==> config.mk <==
export PLATFORM = sky130hd
export DESIGN_NAME = acf_queue
export DESIGN_NICKNAME = d
export VERILOG_FILES = /design/src/sv/acf_queue.sv
export SDC_FILE = /design/constraint.sdc
export NUM_CORES = 1
export LEC_CHECK = 0
export ABC_AREA = 1
export BUFFER_PORTS_ARGS = -buffer_cell sky130_fd_sc_hd__buf_2
export CAP_MARGIN = 10
export CORE_ASPECT_RATIO = 1.1
export CORE_MARGIN = 2
export CORE_UTILIZATION = 44
export DETAILED_ROUTE_END_ITERATION = 6
export GPL_TIMING_DRIVEN = 0
export HOLD_SLACK_MARGIN = 0.03
export PLACE_DENSITY_LB_ADDON = 0.12
export SLEW_MARGIN = 0
export SYNTH_ARGS = -nofsm -noshare
export SYNTH_HDL_FRONTEND = slang
export SYNTH_SLANG_ARGS = --single-unit
==> constraint.sdc <==
create_clock -name clk -period 1.3 [get_ports clk]
set_input_delay 0.13 -clock clk [delete_from_list [all_inputs] [get_ports clk]]
set_output_delay 0.13 -clock clk [all_outputs]
set_load 0.005 [all_outputs]
==> src/sv/acf_queue.sv <==
// ----------------------------------------------------------------------------
// acf_queue
// Two-entry queue between the front and back ends, so each can stall alone.
// ----------------------------------------------------------------------------
module acf_queue #(
    parameter int WIDTH = 8
) (
    input  logic             clk,
    input  logic             rst_n,
    input  logic             push_valid,
    output logic             push_ready,
    input  logic [WIDTH-1:0] push_data,
    output logic             pop_valid,
    input  logic             pop_ready,
    output logic [WIDTH-1:0] pop_data
);

    localparam int DEPTH = 2;

    logic [WIDTH-1:0] slot_reg [DEPTH];
    logic             wr_ptr_reg;
    logic             rd_ptr_reg;
    logic [1:0]       count_reg;
    logic [1:0]       count_next;
    logic             do_push;
    logic             do_pop;

    assign push_ready = (count_reg != 2'(DEPTH));
    assign pop_valid  = (count_reg != '0);
    assign pop_data   = slot_reg[rd_ptr_reg];
    assign do_push    = push_valid && push_ready;
    assign do_pop     = pop_valid && pop_ready;

    always_comb
    begin
        count_next = count_reg;
        if (do_push && !do_pop)
        begin
            count_next = count_reg + 2'd1;
        end
        else if (!do_push && do_pop)
        begin
            count_next = count_reg - 2'd1;
        end
    end

    // pointers and fill level
    always_ff @(posedge clk or negedge rst_n)
    begin
        if (!rst_n)
        begin
            wr_ptr_reg <= 1'b0;
            rd_ptr_reg <= 1'b0;
            count_reg  <= '0;
        end
        else
        begin
            count_reg <= count_next;
            if (do_push)
            begin
                wr_ptr_reg <= !wr_ptr_reg;
            end
            if (do_pop)
            begin
                rd_ptr_reg <= !rd_ptr_reg;
            end
        end
    end

    // storage
    always_ff @(posedge clk)
    begin
        if (do_push)
        begin
            slot_reg[wr_ptr_reg] <= push_data;
        end
    end

endmodule

# After elaboration in Yosys (flattened, before gate mapping)
# Memories as Yosys holds them, arrays and structs flattened.
# Cells that the tools add are included.
dict set report op_classes {
  n_addsub 2
  mux 4
  n_reduce_logical 10
  eq_ne 1
}
# op count
set ops {}
lappend ops {{1-bit logical AND} 4}
lappend ops {{1-bit zero test} 4}
lappend ops {{2-bit 2-to-1 mux} 2}
lappend ops {{2-bit nonzero test} 2}
lappend ops {{2-bit by 1-bit adder with 2-bit output (second input constant)} 1}
lappend ops {{1-bit 2-to-1 mux} 2}
lappend ops {{2-bit inequality test (second input constant)} 1}
lappend ops {{2-bit by 1-bit subtractor with 2-bit output (second input constant)} 1}
dict set report word_totals {
  out_inout_bits 10
  ff_bits 4
  n_memories 1
  word_cells 21
  in_bits 12
  mem_bits_rw 16
}
# name depth width rd rd_clocked_by_memory_dff write_ports line_no
set memory_table {}
lappend memory_table {slot_reg 2 8 1 0 1 20} ;# logic [WIDTH-1:0] slot_reg [DEPTH];

# Depth between registers and ports, before layout
dict set report depth {
  word_depth 6
  ltp_mapped 10
  ltp_nobuf 10
}

# Worst setup path before layout
# No wires, ideal clock.
dict set report synth_timing {
  path_kind {flip-flop to flip-flop}
  from {reg count_reg[0]}
  to {mem slot_reg[0][0] (enable)}
  arrival_ps 938
  synth_period_minus_slack_ps 1308
  setup_ps 370
  required_time_ps 930
  path_buffers 0
  path_slack_ps -8
  path_stages_with_launch 5
  cell_sequence {dfrtp_1 inv_2 nand2_4 nand2_4 nor2_1}
}
dict set report synth_via {
  elab_chain_len 4
}
# item line_no
set synth_lines {}
lappend synth_lines {{start: declaration} 23} ;# logic [1:0] count_reg;
lappend synth_lines {{start signal: assignment} 58} ;# count_reg <= count_next;
lappend synth_lines {{2-bit inequality test} 28} ;# assign push_ready = (count_reg != 2'(DEPTH));
lappend synth_lines {{net push_ready} 11} ;# output logic push_ready,
lappend synth_lines {{1-bit logical AND} 31} ;# assign do_push = push_valid && push_ready;
lappend synth_lines {{1-bit 2-to-1 mux} 73} ;# if (do_push)
lappend synth_lines {{1-bit 2-to-1 mux (implied by the code)} 75} ;# slot_reg[wr_ptr_reg] <= push_data;
lappend synth_lines {{end: declaration} 20}
# The timed path passes the listed nets, and every way through them passes these cells.

# Worst setup path after layout
dict set report layout_timing {
  from {reg rd_ptr_reg}
  to {out pop_data[5]}
}
dict set report layout_via {
  elab_chain_len 1
}
# item line_no
set layout_lines {}
lappend layout_lines {{start: declaration} 22} ;# logic rd_ptr_reg;
lappend layout_lines {{start signal: assignment} 65} ;# rd_ptr_reg <= !rd_ptr_reg;
lappend layout_lines {{memory read 2 x 8 bit} -}
lappend layout_lines {{end: declaration} 15} ;# output logic [WIDTH-1:0] pop_data
# Every way passes these cells.

==> impl_metrics.json <==
{
  "cts_sinks": 20,
  "antenna_cells": 0,
  "fin_nets": 123,
  "ys_ff_latch": 20,
  "path_max_fanout": 6,
  "grt_pass1_wl_um": 2118,
  "slew_viol_final": 0,
  "power_leakage_uw": 0.0005338,
  "peakVddDrop_mv": 1.406,
  "tightestPinTransition_ps": 258.8,
  "post-place-ws_ps": -269.2,
  "setup_slack_ps": 37.02,
  "cts-root-buf": "clkbuf_4",
  "die_w_um": 45.34,
  "seq_area_frac_synth": 0.7020,
  "stdcell_area_um2": 1176,
  "drt_iter0_drc": 4,
  "arrival_ps": 1130,
  "drt-total-wl_um": 1436,
  "layout_commonest_cell": "nand2_1",
  "area_growth_pct": 42.21,
  "viasPerCell": 4.661,
  "dieHeight_um": 49.47,
  "slew_headroom": 0.8271,
  "synthCells": 70,
  "p_comb_frac": 0.455,
  "io_buffers": 21,
  "fin_worst_skew_ps": 4.565,
  "final_hold_viol_count": 0,
  "place_area_um2": 954.7,
  "drive_gt1_frac": 0.4495,
  "fin_crit_ps": 1263,
  "clk-insertion-delay-late_ps": 290,
  "cts_buffer_depth": 2,
  "worstPathRequired_ps": 1170,
  "firstDrtPassIters": 3,
  "ant_nets": 0,
  "cts_tree": "yes",
  "start_util": 0.4642,
  "routabilityCongestion": 0.8060,
  "outcome": "completed",
  "dpl.cell_count": 109,
  "drv_cap": 0,
  "grt_pass1_vias": 512,
  "grt_antenna_before_repair": 0,
  "drc_errors": 0,
  "fin_crit_sh": 0.9715,
  "path_class": "reg -> out",
  "rsz0062_at_grt": "yes",
  "p_switching_uw": 877.7,
  "pwr-share-seq": 0.402,
  "startpoint_type": "register",
  "cts_buffers": 3,
  "p_int_uw": 1554,
  "min_path_type": "in -> reg",
  "core_um2": 1782,
  "rows": 16,
  "power_density_nw_per_um2": 2068,
  "clkPwrFrac": 0.142,
  "grt_max_degree": 12,
  "ys_warn_count": 0,
  "setup_violations": 0,
  "wl_per_cell_um": 11.31,
  "synth_fp_nets": 83,
  "p_sw_frac": 0.3609,
  "ios": 22,
  "hpwl_um": 879.7,
  "fmax_mhz": 791.8,
  "num_vias": 592,
  "netlist_area_um2": 827.0,
  "mostFrequentLayoutCells": "26 x nand2_1, 22 x buf_2, 16 x edfxtp_1, 9 x dlygate4sd3_1, 6 x nand2_2",
  "grtUsageTotal": 0.1386,
  "dieArea_um2": 2243,
  "synth_cell_types": 14,
  "instances_no_fill": 127,
  "fillCellCount": 138,
  "critPathCaptureType": "output pin",
  "largest_register_ffs": 16,
  "grt_overflow": 0,
  "syn_avg_cell_area_um2": 11.81,
  "htree_levels": 1,
  "path_clk_slew_ps": 110
}
==> power by group through the flow <==
stage	sequential [µW]	clock, µW	combinational [µW]
floorplan	971	0	554
global placement	980	0	807
detailed placement	986	0	831
CTS	972	359	958
global route	996	393	1240
finish	978	346	1110
==> per-layer routing <==
layer	GRT usage	wire, µm
met5	0	0
met4	0.07353	0
met3	0.04396	40
met2	0.2238	765
met1	0.1585	630
==> critical path, stage by stage (launching register included) <==
cell     delay (ps)
dfrtp_1         410
buf_6           160
inv_4            70
nand2_1          50
nand2_1          50
buf_2           100
==> cell usage after synthesis (all sizes together) <==
| library cell | n | share of area |
|---|---|---|
| buf | 1 | 0.014 |
| dfrtp | 4 | 0.12 |
| edfxtp | 16 | 0.58 |
| ha | 1 | 0.015 |
| inv | 7 | 0.032 |
| nand2 | 34 | 0.18 |
| nand3 | 2 | 0.012 |
| nand4 | 1 | 0.0076 |
| nor2 | 2 | 0.0091 |
| xnor2 | 1 | 0.011 |
| xor2 | 1 | 0.020 |
==> cell families after synthesis <==
kind of cell               after synthesis  share of synthesized area
buffers and inverters                    8                    0.04538
and+or+nand+nor                         39                     0.2073
DFF                                     20                     0.7020
adders and majority gates                1                    0.01513
xor gates and xnor gates                 2                    0.03026
==> what timing repair did <==
item | in CTS | in global routing
hold buffers | 9 | 0
gates cloned | 0 | 2
endpoints found under the hold margin | 20 | 0
pin swaps | 0 | 3
gates resized for setup | 7 | 10
setup endpoints to repair | 25 | 9
setup buffers | 1 | 2
==> through the flow <==
step | hold WS (ps) | utilization | setup TNS [ps] | power, µW
6_report | 99.81 | 0.6601 | 0 | 2432
5_1_grt | 85.60 | 0.6601 | -323.6 | 2632
4_1_cts | 89.58 | 0.6292 | -11.52 | 2288
3_5_place_dp | -55.88 | 0.5358 | -3948 | 1817
3_3_place_gp | -56.30 | 0.5358 | -3395 | 1787
2_1_floorplan | -165.6 | - | -132.9 | 1526
==> cell type report <==
cell class                      instances  area, µm²  share of cell area
Clock buffer                            4      36.28             0.03085
Timing Repair Buffer                   34      222.7              0.1894
Inverter                                7      36.28             0.03085
Buffer                                  1      11.26            0.009574
Sequential cell                        20      580.6              0.4936
Timing Repair inverter                  1      6.256            0.005319
Tap cell                               18      22.52             0.01915
Multi-Input combinational cell         42      260.3              0.2213
==> worst paths after layout <==
check / start / end / slack [ps] / cells after the start
worst max-delay path: rd_ptr_reg$_DFFE_PN0P_ / pop_data[5] / 40 / 5
worst min-delay path: pop_ready / rd_ptr_reg$_DFFE_PN0P_ / 100 / 3
worst max register to register: count_reg[0]$_DFFE_PN0P_ / count_reg[1]$_DFFE_PN0P_ / 50 / 9
worst min register to register: count_reg[1]$_DFFE_PN0P_ / count_reg[1]$_DFFE_PN0P_ / 580 / 2
max in group asynchronous: rst_n / rd_ptr_reg$_DFFE_PN0P_ / 1020 / 2
min in group asynchronous: rst_n / count_reg[0]$_DFFE_PN0P_ / 160 / 2
Power figures use the tool's default switching activity.
