### src/sv/acf_pkg.sv
// ----------------------------------------------------------------------------
// acf_pkg
// Shared types and constants of the echo comb filter: field widths,
// register indexes, reset values and the items passed between its parts.
// ----------------------------------------------------------------------------
package acf_pkg;

    // field widths
    localparam int SAMPLE_W   = 16;
    localparam int DELAY_W    = 17;
    localparam int GAIN_W     = 16;
    localparam int NORM_W     = 16;
    localparam int CFG_IDX_W  = 2;
    localparam int CFG_DATA_W = 17;

    // register indexes
    localparam logic [CFG_IDX_W-1:0] REG_ECHO_MODE     = 2'd0;
    localparam logic [CFG_IDX_W-1:0] REG_DELAY_SAMPLES = 2'd1;
    localparam logic [CFG_IDX_W-1:0] REG_ECHO_GAIN     = 2'd2;
    localparam logic [CFG_IDX_W-1:0] REG_NORM_FACTOR   = 2'd3;

    // register reset values
    localparam logic               RST_ECHO_MODE     = 1'b0;
    localparam logic [DELAY_W-1:0] RST_DELAY_SAMPLES = 17'd44100;
    localparam logic [GAIN_W-1:0]  RST_ECHO_GAIN     = 16'd26214;
    localparam logic [NORM_W-1:0]  RST_NORM_FACTOR   = 16'd36409;

    // saturation limits
    localparam logic [SAMPLE_W-1:0] SAT_POS = 16'h7FFF;
    localparam logic [SAMPLE_W-1:0] SAT_NEG = 16'h8000;

    // settings the back end needs
    typedef struct packed {
        logic              echo_mode;
        logic [GAIN_W-1:0] echo_gain;
        logic [NORM_W-1:0] norm_factor;
    } cfg_t;

    // one classified sample
    typedef struct packed {
        logic                       echo;
        logic signed [SAMPLE_W-1:0] sample;
    } item_t;

endpackage

### src/sv/acf_in_if.sv
// ----------------------------------------------------------------------------
// acf_in_if
// Input sample channel: valid/ready handshake with one signed sample a beat.
// ----------------------------------------------------------------------------
interface acf_in_if;

    logic                                valid;
    logic                                ready;
    logic signed [acf_pkg::SAMPLE_W-1:0] in_sample;

    modport source (output valid, output in_sample, input ready);
    modport sink   (input valid, input in_sample, output ready);

endinterface

### src/sv/acf_cfg_if.sv
// ----------------------------------------------------------------------------
// acf_cfg_if
// Register write channel: valid/ready handshake with register index and data.
// ----------------------------------------------------------------------------
interface acf_cfg_if;

    logic                              valid;
    logic                              ready;
    logic [acf_pkg::CFG_IDX_W-1:0]     index;
    logic [acf_pkg::CFG_DATA_W-1:0]    data;

    modport source (output valid, output index, output data, input ready);
    modport sink   (input valid, input index, input data, output ready);

endinterface

### src/sv/acf_front.sv
// ----------------------------------------------------------------------------
// acf_front
// Front end: holds the settings, tracks the write pointer and fill count,
// and tags each sample as pass-through or echo with its memory addresses.
// ----------------------------------------------------------------------------
module acf_front #(
    parameter int DELAY_DEPTH = 65536
) (
    input  logic                           clk,
    input  logic                           rst_n,
    acf_cfg_if.sink                        cfg,
    acf_in_if.sink                         audio,
    output logic                           push_valid,
    input  logic                           push_ready,
    output acf_pkg::item_t                 push_item,
    output logic [$clog2(DELAY_DEPTH)-1:0] push_rd_addr,
    output logic [$clog2(DELAY_DEPTH)-1:0] push_wr_addr,
    output acf_pkg::cfg_t                  settings
);

    localparam int AW = $clog2(DELAY_DEPTH);
    localparam int CW = $clog2(DELAY_DEPTH + 1);
    localparam int EW = (CW > acf_pkg::DELAY_W) ? CW : acf_pkg::DELAY_W;

    logic                          echo_mode_reg;
    logic [acf_pkg::DELAY_W-1:0]   delay_reg;
    logic [acf_pkg::GAIN_W-1:0]    gain_reg;
    logic [acf_pkg::NORM_W-1:0]    norm_reg;
    logic [AW-1:0]                 wp_reg;
    logic [AW-1:0]                 wp_next;
    logic [CW-1:0]                 fill_reg;
    logic [CW-1:0]                 fill_next;
    logic [EW-1:0]                 delay_x;
    logic [CW-1:0]                 delay_eff;
    logic [CW-1:0]                 wp_x;
    logic [CW-1:0]                 rd_full;
    logic                          beat;

    // register writes, never stalled
    assign cfg.ready = 1'b1;

    always_ff @(posedge clk or negedge rst_n)
    begin
        if (!rst_n)
        begin
            echo_mode_reg <= acf_pkg::RST_ECHO_MODE;
            delay_reg     <= acf_pkg::RST_DELAY_SAMPLES;
            gain_reg      <= acf_pkg::RST_ECHO_GAIN;
            norm_reg      <= acf_pkg::RST_NORM_FACTOR;
        end
        else if (cfg.valid)
        begin
            unique case (cfg.index)
                acf_pkg::REG_ECHO_MODE:     echo_mode_reg <= cfg.data[0];
                acf_pkg::REG_DELAY_SAMPLES: delay_reg     <= cfg.data;
                acf_pkg::REG_ECHO_GAIN:     gain_reg      <= cfg.data[acf_pkg::GAIN_W-1:0];
                acf_pkg::REG_NORM_FACTOR:   norm_reg      <= cfg.data[acf_pkg::NORM_W-1:0];
                default:                    ;
            endcase
        end
    end

    assign settings.echo_mode   = echo_mode_reg;
    assign settings.echo_gain   = gain_reg;
    assign settings.norm_factor = norm_reg;

    // effective delay, clamped to 1..depth
    always_comb
    begin
        delay_x = EW'(delay_reg);
        if (delay_x == '0)
        begin
            delay_eff = CW'(1);
        end
        else if (delay_x > EW'(DELAY_DEPTH))
        begin
            delay_eff = CW'(DELAY_DEPTH);
        end
        else
        begin
            delay_eff = CW'(delay_x);
        end
    end

    // read address wraps below zero back into the ring
    assign wp_x = CW'(wp_reg);

    always_comb
    begin
        if (wp_x >= delay_eff)
        begin
            rd_full = wp_x - delay_eff;
        end
        else
        begin
            rd_full = (CW'(DELAY_DEPTH) - delay_eff) + wp_x;
        end
    end

    // classification and hand-off to the queue
    assign beat              = audio.valid && push_ready;
    assign audio.ready       = push_ready;
    assign push_valid        = audio.valid;
    assign push_item.echo    = (fill_reg >= delay_eff);
    assign push_item.sample  = audio.in_sample;
    assign push_rd_addr      = rd_full[AW-1:0];
    assign push_wr_addr      = wp_reg;

    // pointer and fill count advance
    assign wp_next   = (wp_reg == AW'(DELAY_DEPTH - 1)) ? '0 : wp_reg + AW'(1);
    assign fill_next = (fill_reg < CW'(DELAY_DEPTH)) ? fill_reg + CW'(1) : fill_reg;

    always_ff @(posedge clk or negedge rst_n)
    begin
        if (!rst_n)
        begin
            wp_reg   <= '0;
            fill_reg <= '0;
        end
        else if (beat)
        begin
            wp_reg   <= wp_next;
            fill_reg <= fill_next;
        end
    end

endmodule

### src/flat_wrapper.sv
// flat-port wrapper written by rule: the top's interface ports become plain ports
module acf_front_flat 
#(
    parameter int DELAY_DEPTH = 65536
)
  (clk, rst_n, push_valid, push_ready, push_item, push_rd_addr, push_wr_addr, settings, cfg_valid, cfg_index, cfg_data, cfg_ready, audio_valid, audio_in_sample, audio_ready);
  acf_cfg_if cfg_i ();
  acf_in_if audio_i ();
  input  logic clk;
  input  logic rst_n;
  output logic push_valid;
  input  logic push_ready;
  output acf_pkg::item_t push_item;
  output logic [$clog2(DELAY_DEPTH)-1:0] push_rd_addr;
  output logic [$clog2(DELAY_DEPTH)-1:0] push_wr_addr;
  output acf_pkg::cfg_t settings;
  input wire logic [$bits(cfg_i.valid)-1:0] cfg_valid;
  input wire logic [$bits(cfg_i.index)-1:0] cfg_index;
  input wire logic [$bits(cfg_i.data)-1:0] cfg_data;
  output wire logic [$bits(cfg_i.ready)-1:0] cfg_ready;
  input wire logic [$bits(audio_i.valid)-1:0] audio_valid;
  input wire logic [$bits(audio_i.in_sample)-1:0] audio_in_sample;
  output wire logic [$bits(audio_i.ready)-1:0] audio_ready;
  assign cfg_i.valid = cfg_valid;
  assign cfg_i.index = cfg_index;
  assign cfg_i.data = cfg_data;
  assign cfg_ready = cfg_i.ready;
  assign audio_i.valid = audio_valid;
  assign audio_i.in_sample = audio_in_sample;
  assign audio_ready = audio_i.ready;
  acf_front #(.DELAY_DEPTH(DELAY_DEPTH)) u_core (.clk(clk), .rst_n(rst_n), .cfg(cfg_i), .audio(audio_i), .push_valid(push_valid), .push_ready(push_ready), .push_item(push_item), .push_rd_addr(push_rd_addr), .push_wr_addr(push_wr_addr), .settings(settings));
endmodule
### config.mk
export PLATFORM = sky130hd
export DESIGN_NAME = acf_front_flat
export DESIGN_NICKNAME = d
export VERILOG_FILES = /design/src/sv/acf_pkg.sv /design/src/sv/acf_in_if.sv /design/src/sv/acf_cfg_if.sv /design/src/sv/acf_front.sv /design/src/flat_wrapper.sv
export SDC_FILE = /design/constraint.sdc
export NUM_CORES = 1
export LEC_CHECK = 0
export ABC_CLOCK_PERIOD_IN_PS = 7400
export BUFFER_PORTS_ARGS = -buffer_cell sky130_fd_sc_hd__clkbuf_2
export CORE_ASPECT_RATIO = 0.5
export CORE_MARGIN = 4
export CORE_UTILIZATION = 45
export CTS_CLUSTER_DIAMETER = 200
export CTS_CLUSTER_SIZE = 40
export DETAILED_ROUTE_END_ITERATION = 12
export GPL_TIMING_DRIVEN = 0
export PLACE_DENSITY = 0.69
export SYNTH_ARGS = -nofsm -noshare
export SYNTH_HDL_FRONTEND = slang
export SYNTH_SLANG_ARGS = --single-unit
### constraint.sdc
create_clock -name clk -period 7.4 [get_ports clk]
set_input_delay 0.74 -clock clk [delete_from_list [all_inputs] [get_ports clk]]
set_output_delay 0.74 -clock clk [all_outputs]
set_load 0.1 [all_outputs]
Word level (Yosys, flattened, before mapping)
Index checks and enable logic that the tools add are counted.
{"block": "word_totals", "memories": 0, "input_bits": 40, "latch_bits": 0, "output_inout_bits": 85, "word_cells": 31, "mem_bits_ro": 0, "ramBits": 0, "ff_bits": 83}
{"block": "classes", "add_sub_neg": 5, "multipliers": 0, "eq_ne": 4, "div": 0, "n_bitwise": 0, "n_mux": 4, "n_shift": 0, "n_lt_le_gt_ge": 4, "n_reduce_logical": 8}
{"cell": "2-to-1 mux 17 bit", "n": 2}
{"cell": "2-to-1 mux 16 bit", "n": 2}
{"cell": "adder 17 x 1 -> 17 bit, second input constant", "n": 1}
{"cell": "greater-or-equal comparator 16 x 17 -> 1 bit", "n": 1}
{"cell": "greater-or-equal comparator 17 bit", "n": 1}
{"cell": "> comparator 17 bit, second input constant", "n": 1}
{"cell": "logical NOT 17 bit", "n": 1}
{"cell": "< comparator 17 bit, second input constant", "n": 1}
{"cell": "adder 16 x 1 -> 16 bit, second input constant", "n": 1}
{"cell": "adder 16 bit", "n": 1}
{"cell": "== test 16 bit, second input constant", "n": 1}
{"cell": "subtractor 1 x 16 -> 16 bit, first input constant", "n": 1}
{"cell": "subtractor 16 bit", "n": 1}
{"cell": "AND reduction 2 bit", "n": 5}
{"cell": "== test 2 bit, second input constant", "n": 2}
{"cell": "== test 2 x 1 -> 1 bit, second input constant", "n": 1}
{"cell": "logical NOT 2 bit", "n": 1}
{"cell": "logical AND 1 bit", "n": 1}

Depth between registers and ports, before layout
{"block": "depth", "depth_word": 6, "depth_mapped": 13}

Worst setup path after synthesis
Ideal clock, no wire load.
{"block": "synth_path", "path_type": "register to output", "start": "register u_core.wp_reg[0], in the netlist u_core.push_wr_addr[0]", "end": "output port push_rd_addr[14]", "slack_ns": 2.555, "stages_incl_launch_ff": 10, "arrival_ns": 4.105, "path_cell_list": "dfrtp_1 inv_1 ha_1 fa_1 nor2b_1 o31a_1 o31ai_2 o31ai_1 a21oi_1 xnor2_1"}
{"block": "synth_via", "elab_chain_cells": 2, "elab_cells_between_ends": 4, "cone_classes": "add/sub (2); order compare (1); mux (1)"}
{"item": "from (decl)", "line_no": "acf_front.sv:29", "text": "logic [AW-1:0] wp_reg;"}
{"item": "from (signal assigned)", "line_no": "acf_front.sv:122", "text": "wp_reg <= wp_next;"}
{"item": "adder 16 bit, or another cell as far along", "line_no": "acf_front.sv:96", "text": "rd_full = (CW'(DELAY_DEPTH) - delay_eff) + wp_x;"}
{"item": "2-to-1 mux 16 bit (*)", "line_no": "acf_front.sv:90", "text": "if (wp_x >= delay_eff)"}
{"item": "to (decl)", "line_no": "flat_wrapper.sv:14", "text": "output logic [$clog2(DELAY_DEPTH)-1:0] push_rd_addr;"}
Mark *: on every way between the ends. The rest lies on a longest branch, timed or not.

Worst setup path after layout
{"block": "layout_path", "start": "register u_core.delay_reg[8] in the netlist's numbering", "end": "output port push_rd_addr[15]"}
{"block": "layout_via", "elab_chain_cells": 6, "elab_cells_between_ends": 9, "cone_classes": "add/sub (3); order compare (2); mux (3); reduce/logical (1)"}
{"item": "from (decl)", "line_no": "acf_front.sv:26", "text": "logic [acf_pkg::DELAY_W-1:0] delay_reg;"}
{"item": "from (signal assigned)", "line_no": "acf_front.sv:47", "text": "delay_reg <= acf_pkg::RST_DELAY_SAMPLES;"}
{"item": "from (signal assigned)", "line_no": "acf_front.sv:55", "text": "acf_pkg::REG_DELAY_SAMPLES: delay_reg <= cfg.data;"}
{"item": "> comparator 17 bit", "line_no": "acf_front.sv:75", "text": "else if (delay_x > EW'(DELAY_DEPTH))"}
{"item": "2-to-1 mux 17 bit", "line_no": "acf_front.sv:75"}
{"item": "2-to-1 mux 17 bit (*)", "line_no": "acf_front.sv:71", "text": "if (delay_x == '0)"}
{"item": "subtractor 1 x 16 -> 16 bit", "line_no": "acf_front.sv:96"}
{"item": "adder 16 bit", "line_no": "acf_front.sv:96"}
{"item": "2-to-1 mux 16 bit (*)", "line_no": "acf_front.sv:90"}
Marked as above.

==> flow_summary.toml <==
[run_status]
status = "finished, final reports clean"

[yosys]
netlist_top_cells_area = "dfrtp_1 32%, mux2_2 12%, dfstp_2 12%"
ys_seq_area_frac = 0.4433
synth_area_per_cell_sq_um = 11.01
synth_top_area_cell = "dfrtp_1"
synthCells = 431
mappedNetlistArea_sq_um = 4747
yosys_register_bits = 83
synth_edf_count = 0
syn-num-nets = 506
ys_types = 52
ys.flop_type = "dfrtp_1"
yosysWarningCount = 0
synth_async_sr_flop_share = 1.000
synth_top_area_share = 0.3216

[setup_path]
crit_path_top_delay_cell = "clkbuf_2"
r2r_cells = 8
max_stage_delay_ns = 0.49
critPathArrivalTime_ns = 4.13
crit_path_frequent_cell = "nand2_1"
critPathCaptureType = "output pin"
cp_top_family = "simple AND/OR/NAND/NOR gates"
crit_required_ns = 6.66
path_buf_inv = 2
cp_num_cells = 13
crit_type = "flip-flop to output pin"
path_cells = "nor4_1 -> nand4_1 -> nand2_1 -> clkbuf_1 -> nand2_1 -> ha_1 -> a21o_1 -> a21oi_1 -> nand2_1 -> a211o_1 -> a31oi_1 -> xnor2_1 -> clkbuf_2"
startpoint_type = "flip-flop"
crit_fanout = 10

[detailed_routing]
wire_per_inst_um = 15.27
vias = 3576
drc = 0
drtIter0Drc = 96
ant_nets = 0
viasPerCell = 5.145
routed_wirelength_um = 10610
first_pass_iters = 4

[placed_design]
gp_congestion = 0.8821
numPortBuffers = 107
place_inst = 679
dp_hpwl_um = 8365

[clocking]
cts_buffers = 9
ctsHoldBuffers = 0
postCtsSetupBuffers = 0
cts_buffer_depth = 2
insertion_delay_ns = 0.34
clkTransAtPathRegs_ns = 0.06
cts_resized = 0
ctsHtreeMaxLevel = 3
cts_sinks = 83
cts_tree = "done"
cts-root-buf = "clkbuf_16"

[worst_hold_path]
hold_path.class = "input port to asynchronous set/reset pin"

[final_layout]
final_util = 0.5659
fill_cells = 918
drive_above_1_share = 0.4198
diodes = 0
syn_to_final_growth_pct = 22.17
final_cells = 695
fin_nets = 625

[timing]
worst_pin_slew_ns = 0.6983
slew_violations = 0
hold_viol_final = 0
rsz0062_at_grt = "no"
final.setup_skew_ns = 0.004626
fin_tns_setup_ns = 0
finalSetupViolCount = 0
finalCritPeriodShare = 0.6585
min_period_ns = 4.873
holdWs_ns = 0.3725
slew_headroom = 0.5344
fmax_mhz = 205.2

[grt]
grt_pass1_vias = 3553
track_usage = 0.1782
grt_antenna_before_repair = 0
grt_max_degree = 54
grt-ovfl-total = 0
grt_pass1_wl_um = 17420

[floorplan]
die_w_um = 153.3
rows = 26
core_area_sq_um = 10250
die_h_um = 80.63
dieArea_sq_um = 12360
start_util = 0.4632
io_pins = 125

[pwr]
p_leak_nw = 2.846
power_mw = 2.651
peakVddDrop_mv = 0.4067
power_per_cell_area_nw_per_um2 = 457.2

[run]
cap_viol_max_count = 0
path summary, 6_finish.rpt:
check	start	to	slack, ns
max in group asynchronous	rst_n	u_core.norm_reg[15]$_DFFE_PN1P_	6.35
min reg2reg	u_core.norm_reg[8]$_DFFE_PN0P_	u_core.norm_reg[8]$_DFFE_PN0P_	0.50
max reg2reg	u_core.push_wr_addr[1]$_DFFE_PN0P_	u_core.push_wr_addr[7]$_DFFE_PN0P_	5.50
max	u_core.delay_reg[8]$_DFFE_PN0P_	push_rd_addr[15]	2.53
min	rst_n	u_core.push_wr_addr[10]$_DFFE_PN0P_	0.37
min in group clk	u_core.norm_reg[8]$_DFFE_PN0P_	u_core.norm_reg[8]$_DFFE_PN0P_	0.50
final cells by class:
type                       instances  area, sq um  area share
timing repair buffer             108        565.5     0.09752
sequential                        83         2105      0.3629
buffer                            29        195.2     0.03366
tap                              140        175.2     0.03020
clock buffer                      10        239.0     0.04121
multi-input combinational        310         2414      0.4162
inverter                           9        33.78    0.005825
clock inverter                     6        72.57     0.01251
metrics by stage:
step,area [sq um],worst slack (ns)
CTS,5799,2.556
global route,5799,2.248
finish,5799,2.527
global placement,5458,3.023
detailed placement,5488,2.943
floorplan,4747,2.555
cell families (layout without fill, tap and decap cells):
family | after synthesis | after routing | share of synthesized area
compound gates | 59 | 59 | 0.08040
other cells | 1 | 1 | 0.0007900
flops | 83 | 83 | 0.4433
mux | 52 | 52 | 0.1234
xor+xnor | 40 | 40 | 0.07380
fa+ha+maj | 35 | 35 | 0.09383
simple gates | 123 | 123 | 0.1363
buf+inv | 38 | 162 | 0.04823
report_power, final:
group / switching, mW / total (mW) / leakage (nW) / internal, mW
Combinational: 1.25 / 1.56 / 1.70 / 0.308
Clock: 0.188 / 0.462 / 0.150 / 0.274
Sequential: 0.0754 / 0.627 / 0.994 / 0.552
Total: 1.52 / 2.65 / 2.85 / 1.13
placed cells by master (no fill, tap or decap), types with 17 or more instances in the layout:
| cell | Yosys | routed |
|---|---|---|
| buf_4 | 22 | 22 |
| xnor2_1 | 23 | 23 |
| clkbuf_2 | 0 | 106 |
| xor2_1 | 17 | 17 |
| a21oi_1 | 18 | 18 |
| dfstp_2 | 22 | 22 |
| nor2_1 | 17 | 17 |
| ha_1 | 34 | 34 |
| dfrtp_1 | 61 | 61 |
| nand2_1 | 46 | 46 |
| mux2_2 | 52 | 52 |
synth_stat cells, types with 17 or more instances:
library cell,n
xnor2_1,23
dfrtp_1,61
xor2_1,17
nand2_1,46
a21oi_1,18
dfstp_2,22
buf_4,22
ha_1,34
nor2_1,17
mux2_2,52
layer usage:
metal	part of all wire	GRT usage	up-vias	wire length, um
met5	0	0	-	0
met2	0.43	0.2794	101	4532
met1	0.50	0.2405	1704	5256
met4	0.0098	0.04533	0	104
li1	-	-	1761	-
met3	0.068	0.05651	10	718
(Power assumes the default switching activity.)
