$ cat src/sv/acf_pkg.sv
// ----------------------------------------------------------------------------
// acf_pkg
// Shared types and constants of the echo comb filter: field widths,
// register indexes, reset values and the items passed between its parts.
// ----------------------------------------------------------------------------
package acf_pkg;

    // field widths
    localparam int SAMPLE_W   = 16;
    localparam int DELAY_W    = 17;
    localparam int GAIN_W     = 16;
    localparam int NORM_W     = 16;
    localparam int CFG_IDX_W  = 2;
    localparam int CFG_DATA_W = 17;

    // register indexes
    localparam logic [CFG_IDX_W-1:0] REG_ECHO_MODE     = 2'd0;
    localparam logic [CFG_IDX_W-1:0] REG_DELAY_SAMPLES = 2'd1;
    localparam logic [CFG_IDX_W-1:0] REG_ECHO_GAIN     = 2'd2;
    localparam logic [CFG_IDX_W-1:0] REG_NORM_FACTOR   = 2'd3;

    // register reset values
    localparam logic               RST_ECHO_MODE     = 1'b0;
    localparam logic [DELAY_W-1:0] RST_DELAY_SAMPLES = 17'd44100;
    localparam logic [GAIN_W-1:0]  RST_ECHO_GAIN     = 16'd26214;
    localparam logic [NORM_W-1:0]  RST_NORM_FACTOR   = 16'd36409;

    // saturation limits
    localparam logic [SAMPLE_W-1:0] SAT_POS = 16'h7FFF;
    localparam logic [SAMPLE_W-1:0] SAT_NEG = 16'h8000;

    // settings the back end needs
    typedef struct packed {
        logic              echo_mode;
        logic [GAIN_W-1:0] echo_gain;
        logic [NORM_W-1:0] norm_factor;
    } cfg_t;

    // one classified sample
    typedef struct packed {
        logic                       echo;
        logic signed [SAMPLE_W-1:0] sample;
    } item_t;

endpackage

$ cat src/sv/acf_out_if.sv
// ----------------------------------------------------------------------------
// acf_out_if
// Output sample channel: valid/ready handshake with one signed sample a beat.
// ----------------------------------------------------------------------------
interface acf_out_if;

    logic                                valid;
    logic                                ready;
    logic signed [acf_pkg::SAMPLE_W-1:0] out_sample;

    modport source (output valid, output out_sample, input ready);
    modport sink   (input valid, input out_sample, output ready);

endinterface

$ cat src/sv/acf_back.sv
// ----------------------------------------------------------------------------
// acf_back
// Back end: for an echo sample reads the delayed sample, forms x*2^15 + g*d,
// scales by the normaliser, truncates and saturates; for every sample it updates
// the delay memory and holds the result in the output register.
// ----------------------------------------------------------------------------
module acf_back #(
    parameter int DELAY_DEPTH = 65536
) (
    input  logic                                clk,
    input  logic                                rst_n,
    input  logic                                pop_valid,
    output logic                                pop_ready,
    input  acf_pkg::item_t                      pop_item,
    input  logic [$clog2(DELAY_DEPTH)-1:0]      pop_rd_addr,
    input  logic [$clog2(DELAY_DEPTH)-1:0]      pop_wr_addr,
    input  acf_pkg::cfg_t                       settings,
    output logic                                mem_we,
    output logic [$clog2(DELAY_DEPTH)-1:0]      mem_waddr,
    output logic [acf_pkg::SAMPLE_W-1:0]        mem_wdata,
    output logic [$clog2(DELAY_DEPTH)-1:0]      mem_raddr,
    input  logic [acf_pkg::SAMPLE_W-1:0]        mem_rdata,
    acf_out_if.source                           echo
);

    localparam int AW = $clog2(DELAY_DEPTH);

    localparam logic [2:0] S_IDLE  = 3'd0;
    localparam logic [2:0] S_READ  = 3'd1;
    localparam logic [2:0] S_MAC   = 3'd2;
    localparam logic [2:0] S_SCALE = 3'd3;
    localparam logic [2:0] S_OUT   = 3'd4;

    logic [2:0]                          state_reg;
    logic [2:0]                          state_next;
    logic                                echo_reg;
    logic signed [acf_pkg::SAMPLE_W-1:0] sample_reg;
    logic [AW-1:0]                       rd_addr_reg;
    logic [AW-1:0]                       wr_addr_reg;
    logic signed [32:0]                  acc_reg;
    logic signed [32:0]                  acc_next;
    logic [47:0]                         prod_reg;
    logic [47:0]                         prod_next;
    logic                                neg_reg;
    logic signed [32:0]                  gain_x;
    logic signed [32:0]                  past_x;
    logic signed [32:0]                  x_x;
    logic [31:0]                         mag;
    logic [16:0]                         quot;
    logic [acf_pkg::SAMPLE_W-1:0]        scaled;
    logic [acf_pkg::SAMPLE_W-1:0]        result;
    logic                                out_valid_reg;
    logic [acf_pkg::SAMPLE_W-1:0]        out_sample_reg;
    logic                                done;
    logic                                take;

    // handshake with queue and output register
    assign done      = (state_reg == S_OUT) && (!out_valid_reg || echo.ready);
    assign pop_ready = (state_reg == S_IDLE) || done;
    assign take      = pop_valid && pop_ready;

    // sequencer
    always_comb
    begin
        state_next = state_reg;
        unique case (state_reg)
            S_IDLE:
            begin
                if (take)
                begin
                    state_next = pop_item.echo ? S_READ : S_OUT;
                end
            end
            S_READ:  state_next = S_MAC;
            S_MAC:   state_next = S_SCALE;
            S_SCALE: state_next = S_OUT;
            S_OUT:
            begin
                if (done)
                begin
                    if (take)
                    begin
                        state_next = pop_item.echo ? S_READ : S_OUT;
                    end
                    else
                    begin
                        state_next = S_IDLE;
                    end
                end
            end
            default: state_next = S_IDLE;
        endcase
    end

    always_ff @(posedge clk or negedge rst_n)
    begin
        if (!rst_n)
        begin
            state_reg <= S_IDLE;
        end
        else
        begin
            state_reg <= state_next;
        end
    end

    // item capture
    always_ff @(posedge clk)
    begin
        if (take)
        begin
            echo_reg    <= pop_item.echo;
            sample_reg  <= pop_item.sample;
            rd_addr_reg <= pop_rd_addr;
            wr_addr_reg <= pop_wr_addr;
        end
    end

    // delayed sample read
    assign mem_raddr = rd_addr_reg;

    // x*2^15 + g*d, exact in 33 bits
    assign gain_x   = 33'($signed({1'b0, settings.echo_gain}));
    assign past_x   = 33'($signed(mem_rdata));
    assign x_x      = {{2{sample_reg[15]}}, sample_reg, 15'b0};
    assign acc_next = x_x + gain_x * past_x;

    // magnitude times normaliser, sign kept aside
    assign mag       = acc_reg[32] ? 32'(-acc_reg) : acc_reg[31:0];
    assign prod_next = 48'(mag) * 48'(settings.norm_factor);

    always_ff @(posedge clk)
    begin
        if (state_reg == S_MAC)
        begin
            acc_reg <= acc_next;
        end
        if (state_reg == S_SCALE)
        begin
            prod_reg <= prod_next;
            neg_reg  <= acc_reg[32];
        end
    end

    // drop 31 fraction bits, restore sign, saturate
    assign quot = prod_reg[47:31];

    always_comb
    begin
        if (neg_reg)
        begin
            if (quot >= 17'd32768)
            begin
                scaled = acf_pkg::SAT_NEG;
            end
            else
            begin
                scaled = 16'(~quot[15:0] + 16'd1);
            end
        end
        else
        begin
            if (quot > 17'd32767)
            begin
                scaled = acf_pkg::SAT_POS;
            end
            else
            begin
                scaled = quot[15:0];
            end
        end
    end

    assign result = echo_reg ? scaled : sample_reg;

    // delay memory update: inputs for single echo, outputs for feedback
    assign mem_we    = done;
    assign mem_waddr = wr_addr_reg;
    assign mem_wdata = settings.echo_mode ? result : sample_reg;

    // output register
    always_ff @(posedge clk or negedge rst_n)
    begin
        if (!rst_n)
        begin
            out_valid_reg <= 1'b0;
        end
        else if (done)
        begin
            out_valid_reg <= 1'b1;
        end
        else if (echo.ready)
        begin
            out_valid_reg <= 1'b0;
        end
    end

    always_ff @(posedge clk)
    begin
        if (done)
        begin
            out_sample_reg <= result;
        end
    end

    assign echo.valid      = out_valid_reg;
    assign echo.out_sample = $signed(out_sample_reg);

endmodule

$ cat src/flat_wrapper.sv
// flat-port wrapper written by rule: the top's interface ports become plain ports
module acf_back_flat 
#(
    parameter int DELAY_DEPTH = 65536
)
  (clk, rst_n, pop_valid, pop_ready, pop_item, pop_rd_addr, pop_wr_addr, settings, mem_we, mem_waddr, mem_wdata, mem_raddr, mem_rdata, echo_valid, echo_out_sample, echo_ready);
  acf_out_if echo_i ();
  input  logic clk;
  input  logic rst_n;
  input  logic pop_valid;
  output logic pop_ready;
  input  acf_pkg::item_t pop_item;
  input  logic [$clog2(DELAY_DEPTH)-1:0] pop_rd_addr;
  input  logic [$clog2(DELAY_DEPTH)-1:0] pop_wr_addr;
  input  acf_pkg::cfg_t settings;
  output logic mem_we;
  output logic [$clog2(DELAY_DEPTH)-1:0] mem_waddr;
  output logic [acf_pkg::SAMPLE_W-1:0] mem_wdata;
  output logic [$clog2(DELAY_DEPTH)-1:0] mem_raddr;
  input  logic [acf_pkg::SAMPLE_W-1:0] mem_rdata;
  output wire logic [$bits(echo_i.valid)-1:0] echo_valid;
  output wire logic [$bits(echo_i.out_sample)-1:0] echo_out_sample;
  input wire logic [$bits(echo_i.ready)-1:0] echo_ready;
  assign echo_valid = echo_i.valid;
  assign echo_out_sample = echo_i.out_sample;
  assign echo_i.ready = echo_ready;
  acf_back #(.DELAY_DEPTH(DELAY_DEPTH)) u_core (.clk(clk), .rst_n(rst_n), .pop_valid(pop_valid), .pop_ready(pop_ready), .pop_item(pop_item), .pop_rd_addr(pop_rd_addr), .pop_wr_addr(pop_wr_addr), .settings(settings), .mem_we(mem_we), .mem_waddr(mem_waddr), .mem_wdata(mem_wdata), .mem_raddr(mem_raddr), .mem_rdata(mem_rdata), .echo(echo_i));
endmodule
$ cat config.mk
export PLATFORM = sky130hd
export DESIGN_NAME = acf_back_flat
export DESIGN_NICKNAME = d
export VERILOG_FILES = /design/src/sv/acf_pkg.sv /design/src/sv/acf_out_if.sv /design/src/sv/acf_back.sv /design/src/flat_wrapper.sv
export SDC_FILE = /design/constraint.sdc
export NUM_CORES = 2
export LEC_CHECK = 0
export ABC_AREA = 0
export BUFFER_PORTS_ARGS = -buffer_cell sky130_fd_sc_hd__buf_4
export CAP_MARGIN = 20
export CORE_MARGIN = 5
export CORE_UTILIZATION = 59
export CTS_CLUSTER_DIAMETER = 100
export DETAILED_ROUTE_END_ITERATION = 10
export MAX_ROUTING_LAYER = met4
export PLACE_DENSITY_LB_ADDON = 0.08
export SLEW_MARGIN = 10
export SYNTH_ARGS = -nofsm -noshare
export SYNTH_HDL_FRONTEND = slang
export SYNTH_SLANG_ARGS = --single-unit
$ cat constraint.sdc
create_clock -name clk -period 8.7 [get_ports clk]
set_input_delay 0.435 -clock clk [delete_from_list [all_inputs] [get_ports clk]]
set_output_delay 0.435 -clock clk [all_outputs]
set_load 0.01 [all_outputs]
* Word level (Yosys, flattened, before mapping)
Index checks and enable logic that the tools add are counted.
** Word-level totals
- Register bits after elaboration :: 151
- Output and inout port bits :: 67
- Logic and storage cells :: 45
** Operators by class
- Add/subtract/negate cells :: 3
- Multiply operators :: 2
- Order comparisons :: 2
- Equality and inequality tests :: 6
- Muxes and demuxes :: 13
- Bitwise logic cells :: 1
- Reductions and logical operators :: 8
** Operators by type and width (count)
- two-way mux 16 bit :: 5
- multiplier 32 x 16 -> 48 bit :: 1
- adder 31 x 33 -> 33 bit :: 1
- multiplier 17 x 16 -> 33 bit :: 1
- two-way mux 32 bit :: 1
- negator 32 bit :: 1
- >= comparator 17 x 16 -> 1 bit (second input constant) :: 1
- > comparator 17 x 15 -> 1 bit (second input constant) :: 1
- adder 16 x 1 -> 16 bit (second input constant) :: 1
- NOT 16 bit :: 1
- one-hot mux 3 bit (5 select lines) :: 1
- two-way mux 3 bit :: 4
- equality test 3 x 2 -> 1 bit (second input constant) :: 2
- != test 2 x 1 -> 1 bit (second input constant) :: 2
- equality test 3 x 1 -> 1 bit (second input constant) :: 1
- equality test 3 bit (second input constant) :: 1
- zero test 3 bit :: 1
- logical AND 1 bit :: 2
- logical OR 1 bit :: 2
- two-way mux 1 bit :: 2
- AND reduction 2 bit :: 1
- nonzero test 2 bit :: 1
- zero test 1 bit :: 1

* Depth between registers and ports, before layout
- Depth in word-level cells :: 8
- Depth in mapped cells :: 33
- Mapped depth without buffers :: 31

* Worst setup path before layout
Ideal clock, no wire load.
- Path kind :: register to register
- Start :: reg u_core.acc_reg[3]
- End :: reg u_core.prod_reg[46] (data pin)
- Setup time :: 264 ps
- Data arrival time :: 8307 ps
- Path slack :: 129 ps
- Stages on the path, launching flop included :: 30
- Buffers on the path :: 1
- Clock period less this slack :: 8571 ps
- Path through :: edfxtp_1 or4_1 or3_1 or3_4 nand2b_4 or4_4 nand2b_4 o41ai_4 xnor2_1 buf_6 nand2_1 fa_1 fa_1 inv_1 fa_1 fa_1 fa_1 inv_1 fa_1 inv_1 ha_1 and3_1 a221oi_1 o21bai_1 nor2_1 nand4_1 a21oi_1 o21ai_0 a221oi_1 xnor2_1
** On the way
- Cells in the longest elaborated chain, start to end :: 3
** RTL lines
- from (decl) :: RTL line acf_back.sv:40 : logic signed [32:0] acc_reg;
- from (signal assigned) :: RTL line acf_back.sv:136 : acc_reg <= acc_next;
- negator 32 bit :: RTL line acf_back.sv:129 : assign mag = acc_reg[32] ? 32'(-acc_reg) : acc_reg[31:0];
- two-way mux 32 bit * :: RTL line acf_back.sv:129
- multiplier 32 x 16 -> 48 bit * :: RTL line acf_back.sv:130 : assign prod_next = 48'(mag) * 48'(settings.norm_factor);
- named net u_core.prod_next[46] :: RTL line acf_back.sv:43 : logic [47:0] prod_next;
- to (signal assigned) :: RTL line acf_back.sv:140 : prod_reg <= prod_next;
- to (decl) :: RTL line acf_back.sv:42 : logic [47:0] prod_reg;
Mark *: on every way through the listed nets, which the timed path passes. The rest lies on a longest branch.
A chain may end at the register's enable or synchronous reset.

* Worst setup path after layout
Ends and elaborated chain as after synthesis.

==> run_summary.xml <==
<?xml version="1.0" encoding="UTF-8"?>
<metrics>
  <group name="run_status">
    <metric name="run_status" unit="">complete, no violations</metric>
  </group>
  <group name="logic_synthesis">
    <metric name="ys_top_cells_by_count" unit="">sky130_fd_sc_hd__inv_1 (728), sky130_fd_sc_hd__fa_1 (628), sky130_fd_sc_hd__nand2_1 (471)</metric>
    <metric name="synth.lib_cells_used.distinct" unit="">63</metric>
    <metric name="synth_area_in_compound_gates" unit="%">5.227</metric>
    <metric name="synthCells" unit="">3136</metric>
    <metric name="fraction_of_synthesized_area_in_multiplexers" unit="%">0.5681</metric>
    <metric name="postSynth.topFlopCell" unit="">sky130_fd_sc_hd__edfxtp_1</metric>
    <metric name="post_synth_and_or_nand_nor_area_fraction" unit="%">16.23</metric>
    <metric name="yosys_warnings" unit="">0</metric>
    <metric name="synthMostInstantiatedCell" unit="">sky130_fd_sc_hd__inv_1</metric>
    <metric name="ys_top_cells_by_area" unit="">sky130_fd_sc_hd__fa_1 (43%), sky130_fd_sc_hd__edfxtp_1 (12%), sky130_fd_sc_hd__ha_1 (9.9%)</metric>
    <metric name="synthXorXnorAreaFrac" unit="%">2.374</metric>
    <metric name="postSynthRegisterBits" unit="">120</metric>
    <metric name="combinational_family_with_the_most_area_after_synthesis" unit="">adder cells</metric>
    <metric name="yosys.area.top_type" unit="">sky130_fd_sc_hd__fa_1</metric>
    <metric name="count_of_flip_flops_with_a_built_in_enable_after_synthesis" unit="">116</metric>
    <metric name="yosysSeqAreaShare" unit="%">12.14</metric>
    <metric name="async_flop_share" unit="%">3.333</metric>
    <metric name="avgSynthCellArea" unit="um^2">9.411</metric>
    <metric name="synth.cell_area" unit="mm^2">0.02951</metric>
    <metric name="synthesis.nets" unit="">4100</metric>
    <metric name="synth_top_area_share" unit="%">42.60</metric>
    <metric name="synth-adder-area-share" unit="%">52.52</metric>
  </group>
  <group name="detailed_routing">
    <metric name="dr.first_iter.drc_count" unit="">1358</metric>
    <metric name="ant_nets" unit="">0</metric>
    <metric name="vias" unit="">21870</metric>
    <metric name="route.detailed.wl_per_inst" unit="um">19.07</metric>
    <metric name="route.detailed.drc" unit="">0</metric>
    <metric name="post_drt_via_cell_ratio" unit="">5.499</metric>
    <metric name="drt_wirelength" unit="mm">75.84</metric>
    <metric name="detail_route.first_pass.iterations" unit="">6</metric>
  </group>
  <group name="sta">
    <metric name="layout_setup_ws" unit="ps">182.6</metric>
    <metric name="finalHoldViolations" unit="">0</metric>
    <metric name="worst-slew-pin-transition" unit="ps">1096</metric>
    <metric name="max_frequency" unit="GHz">0.1174</metric>
    <metric name="slew_viol_final" unit="">0</metric>
    <metric name="grt_setup_unrepaired" unit="">true</metric>
    <metric name="setup_viol_count_final" unit="">0</metric>
    <metric name="slew_headroom" unit="%">26.91</metric>
    <metric name="final_min_period_over_clock_period" unit="%">97.90</metric>
    <metric name="finalHoldWorstSlack" unit="ps">174.6</metric>
    <metric name="final.setup_skew" unit="ps">17.09</metric>
    <metric name="finalCriticalPeriod" unit="ps">8517</metric>
  </group>
  <group name="cells_and_area">
    <metric name="drive_above_1_share" unit="%">10.75</metric>
    <metric name="n_fill_cell" unit="">4180</metric>
    <metric name="final_nets" unit="">4253</metric>
    <metric name="largest_reg_flops" unit="">33</metric>
    <metric name="multi_input_gate_area_in_the_final_layout" unit="mm^2">0.02295</metric>
    <metric name="register_area" unit="mm^2">0.003583</metric>
    <metric name="flow.area_growth_from_synthesis" unit="%">10.96</metric>
  </group>
  <group name="clocking">
    <metric name="clock_latency_on_the_worst_skew_pair" unit="ps">430</metric>
    <metric name="tritoncts" unit="">done</metric>
    <metric name="cts_sinks" unit="">120</metric>
    <metric name="cts_root_buffer" unit="">sky130_fd_sc_hd__clkbuf_16</metric>
    <metric name="ctsLongestPathBuffers" unit="">2</metric>
    <metric name="worst_setup_hold_path_clk_slew" unit="ps">70</metric>
    <metric name="cts_made_buffers" unit="">17</metric>
    <metric name="clock_tree.htree_level_count" unit="">4</metric>
  </group>
  <group name="grt">
    <metric name="grt_use_total" unit="%">29.43</metric>
    <metric name="grt_first_pass_wirelength" unit="mm">122.9</metric>
    <metric name="grt_pass1_vias" unit="">23400</metric>
    <metric name="grt_max_degree" unit="">50</metric>
    <metric name="globalRouteOverflowTotal" unit="">0</metric>
    <metric name="grt_antenna_before_repair" unit="">2</metric>
  </group>
  <group name="critical_path">
    <metric name="worst_r2r_endpoint" unit="">u_core.prod_reg[46]$_DFFE_PP_</metric>
    <metric name="critical_path.most_common_cell" unit="">sky130_fd_sc_hd__fa_1</metric>
    <metric name="worstPathRequired" unit="ps">8880</metric>
    <metric name="r2r_setup_slack" unit="ps">180</metric>
    <metric name="crit_path_end" unit="">u_core.prod_reg[46]$_DFFE_PP_</metric>
    <metric name="worst_path_max_delay_cell" unit="">sky130_fd_sc_hd__or4_4</metric>
    <metric name="end_kind" unit="">flop</metric>
    <metric name="worst-setup-path-type" unit="">flop to flop</metric>
    <metric name="timing.critical_path.from_type" unit="">flop</metric>
    <metric name="cp_data_arrival_time" unit="ps">8700</metric>
    <metric name="critical_path_peak_fanout" unit="">6</metric>
    <metric name="reg2regPathDepth" unit="">31</metric>
    <metric name="crit_start" unit="">u_core.acc_reg[3]$_DFFE_PP_</metric>
    <metric name="r2r-start" unit="">u_core.acc_reg[3]$_DFFE_PP_</metric>
    <metric name="slowest_delay" unit="ps">560</metric>
  </group>
  <group name="floorplanning">
    <metric name="die_h" unit="um">233.7</metric>
    <metric name="std_cell_rows" unit="">82</metric>
    <metric name="die-area" unit="mm^2">0.05459</metric>
    <metric name="core_area" unit="mm^2">0.04986</metric>
    <metric name="die_w" unit="um">233.7</metric>
    <metric name="floorplan.io_pins" unit="">169</metric>
    <metric name="starting_density" unit="%">59.19</metric>
  </group>
  <group name="placed_design">
    <metric name="final_replace_weighted_congestion" unit="">0.9177</metric>
    <metric name="detailedPlacementHpwl" unit="mm">59.23</metric>
    <metric name="buffer_ports.inserted" unit="">168</metric>
    <metric name="pre_cts_ws" unit="ps">-132.4</metric>
  </group>
  <group name="flow_run">
    <metric name="cap_violations" unit="">0</metric>
  </group>
  <group name="min_path">
    <metric name="hp-class" unit="">primary input to flop</metric>
  </group>
</metrics>
worst min path at each step:
stage	start	end	slack, ps	depth (start not counted)
after floorplan	rst_n	u_core.echo.valid$_DFFE_PN0P_	140	0
after global placement	rst_n	u_core.echo.valid$_DFFE_PN0P_	230	1
after detailed placement	rst_n	u_core.echo.valid$_DFFE_PN0P_	230	1
after CTS	pop_wr_addr[12]	u_core.mem_waddr[12]$_DFFE_PP_	160	1
after global routing	pop_rd_addr[0]	u_core.mem_raddr[0]$_DFFE_PP_	160	1
final	pop_wr_addr[12]	u_core.mem_waddr[12]$_DFFE_PP_	170	1
worst max-delay path: cells and delay by family (launching register included):
family          cells  cell delay [ps]
compound gates      6             1270
flops               1              390
buf+inv             7              650
xor+xnor            2              310
fa+ha+maj           7             3240
simple gates        9             2440
cells by family (layout without fill, tap and decap cells):
logic type	after synthesis	in the layout
buffers and inverters	857	1023
adder cells (fa/ha/maj)	862	862
flip-flops	120	120
AND/OR/NAND/NOR	972	972
other	0	2
multiplexers	15	15
XOR/XNOR	80	80
AO/OA/AOI/OAI	230	230
repair_timing:
item | CTS | global route
hold buffers | 1 | 0
hold endpoints to repair | 4 | 0
resized for setup | 7 | 36
buffers inserted | 1 | 17
pin swaps | 3 | 27
cloned | 0 | 0
setup endpoints to repair | 7 | 13
layout make-up:
type                            count  share of cell area, %
Antenna cell                        2                0.01528
Clock buffer                       17                  1.299
Clock inverter                     15                 0.6037
Inverter                          728                  8.345
Multi-Input combinational cell   2159                  70.09
Sequential cell                   120                  10.94
Tap cell                          672                  2.568
Timing Repair Buffer              263                  6.136
layout by cell type (no fill, tap or decap), types with 12 or more instances in the layout:
cell type / count
sky130_fd_sc_hd__and2_1: 311
sky130_fd_sc_hd__nand2_1: 470
sky130_fd_sc_hd__buf_4: 255
sky130_fd_sc_hd__nor2_1: 53
sky130_fd_sc_hd__nor2b_1: 17
sky130_fd_sc_hd__ha_1: 230
sky130_fd_sc_hd__edfxtp_1: 116
sky130_fd_sc_hd__nand4_1: 14
sky130_fd_sc_hd__mux2_2: 14
sky130_fd_sc_hd__a21o_1: 44
sky130_fd_sc_hd__fa_1: 627
sky130_fd_sc_hd__xor2_1: 14
sky130_fd_sc_hd__clkbuf_16: 17
sky130_fd_sc_hd__o21ai_0: 38
sky130_fd_sc_hd__nand3_1: 12
sky130_fd_sc_hd__a21oi_1: 62
sky130_fd_sc_hd__nor3_1: 22
sky130_fd_sc_hd__xnor2_1: 56
sky130_fd_sc_hd__inv_1: 728
sky130_fd_sc_hd__nand2b_1: 21
sky130_fd_sc_hd__or3_1: 14
layer usage:
| layer | routed length (um) | vias to the layer above | GRT usage, % | part of all wire [%] |
|---|---|---|---|---|
| met5 | 0 | - | - | 0 |
| met4 | 1862 | 0 | 7.579 | 2.5 |
| met3 | 5382 | 125 | 4.364 | 7.1 |
| met2 | 38580 | 848 | 49.35 | 51 |
| met1 | 30010 | 11160 | 38.05 | 40 |
| li1 | - | 9735 | - | - |
metrics by stage:
step | cell area, um^2 | utilization [%] | instances | setup TNS (ps)
floorplan | 29510 | - | 3136 | 0
global placement | 31670 | 63.52 | 3919 | 0
detailed placement | 31680 | 63.54 | 3920 | -444.7
CTS | 32370 | 64.92 | 3954 | 0
global route | 32750 | 65.67 | 3976 | -380.5
finish | 32750 | 65.67 | 3976 | 0
Power is not shown: default switching activity piles up to over one toggle a cycle in this logic, so the estimate is an artifact.
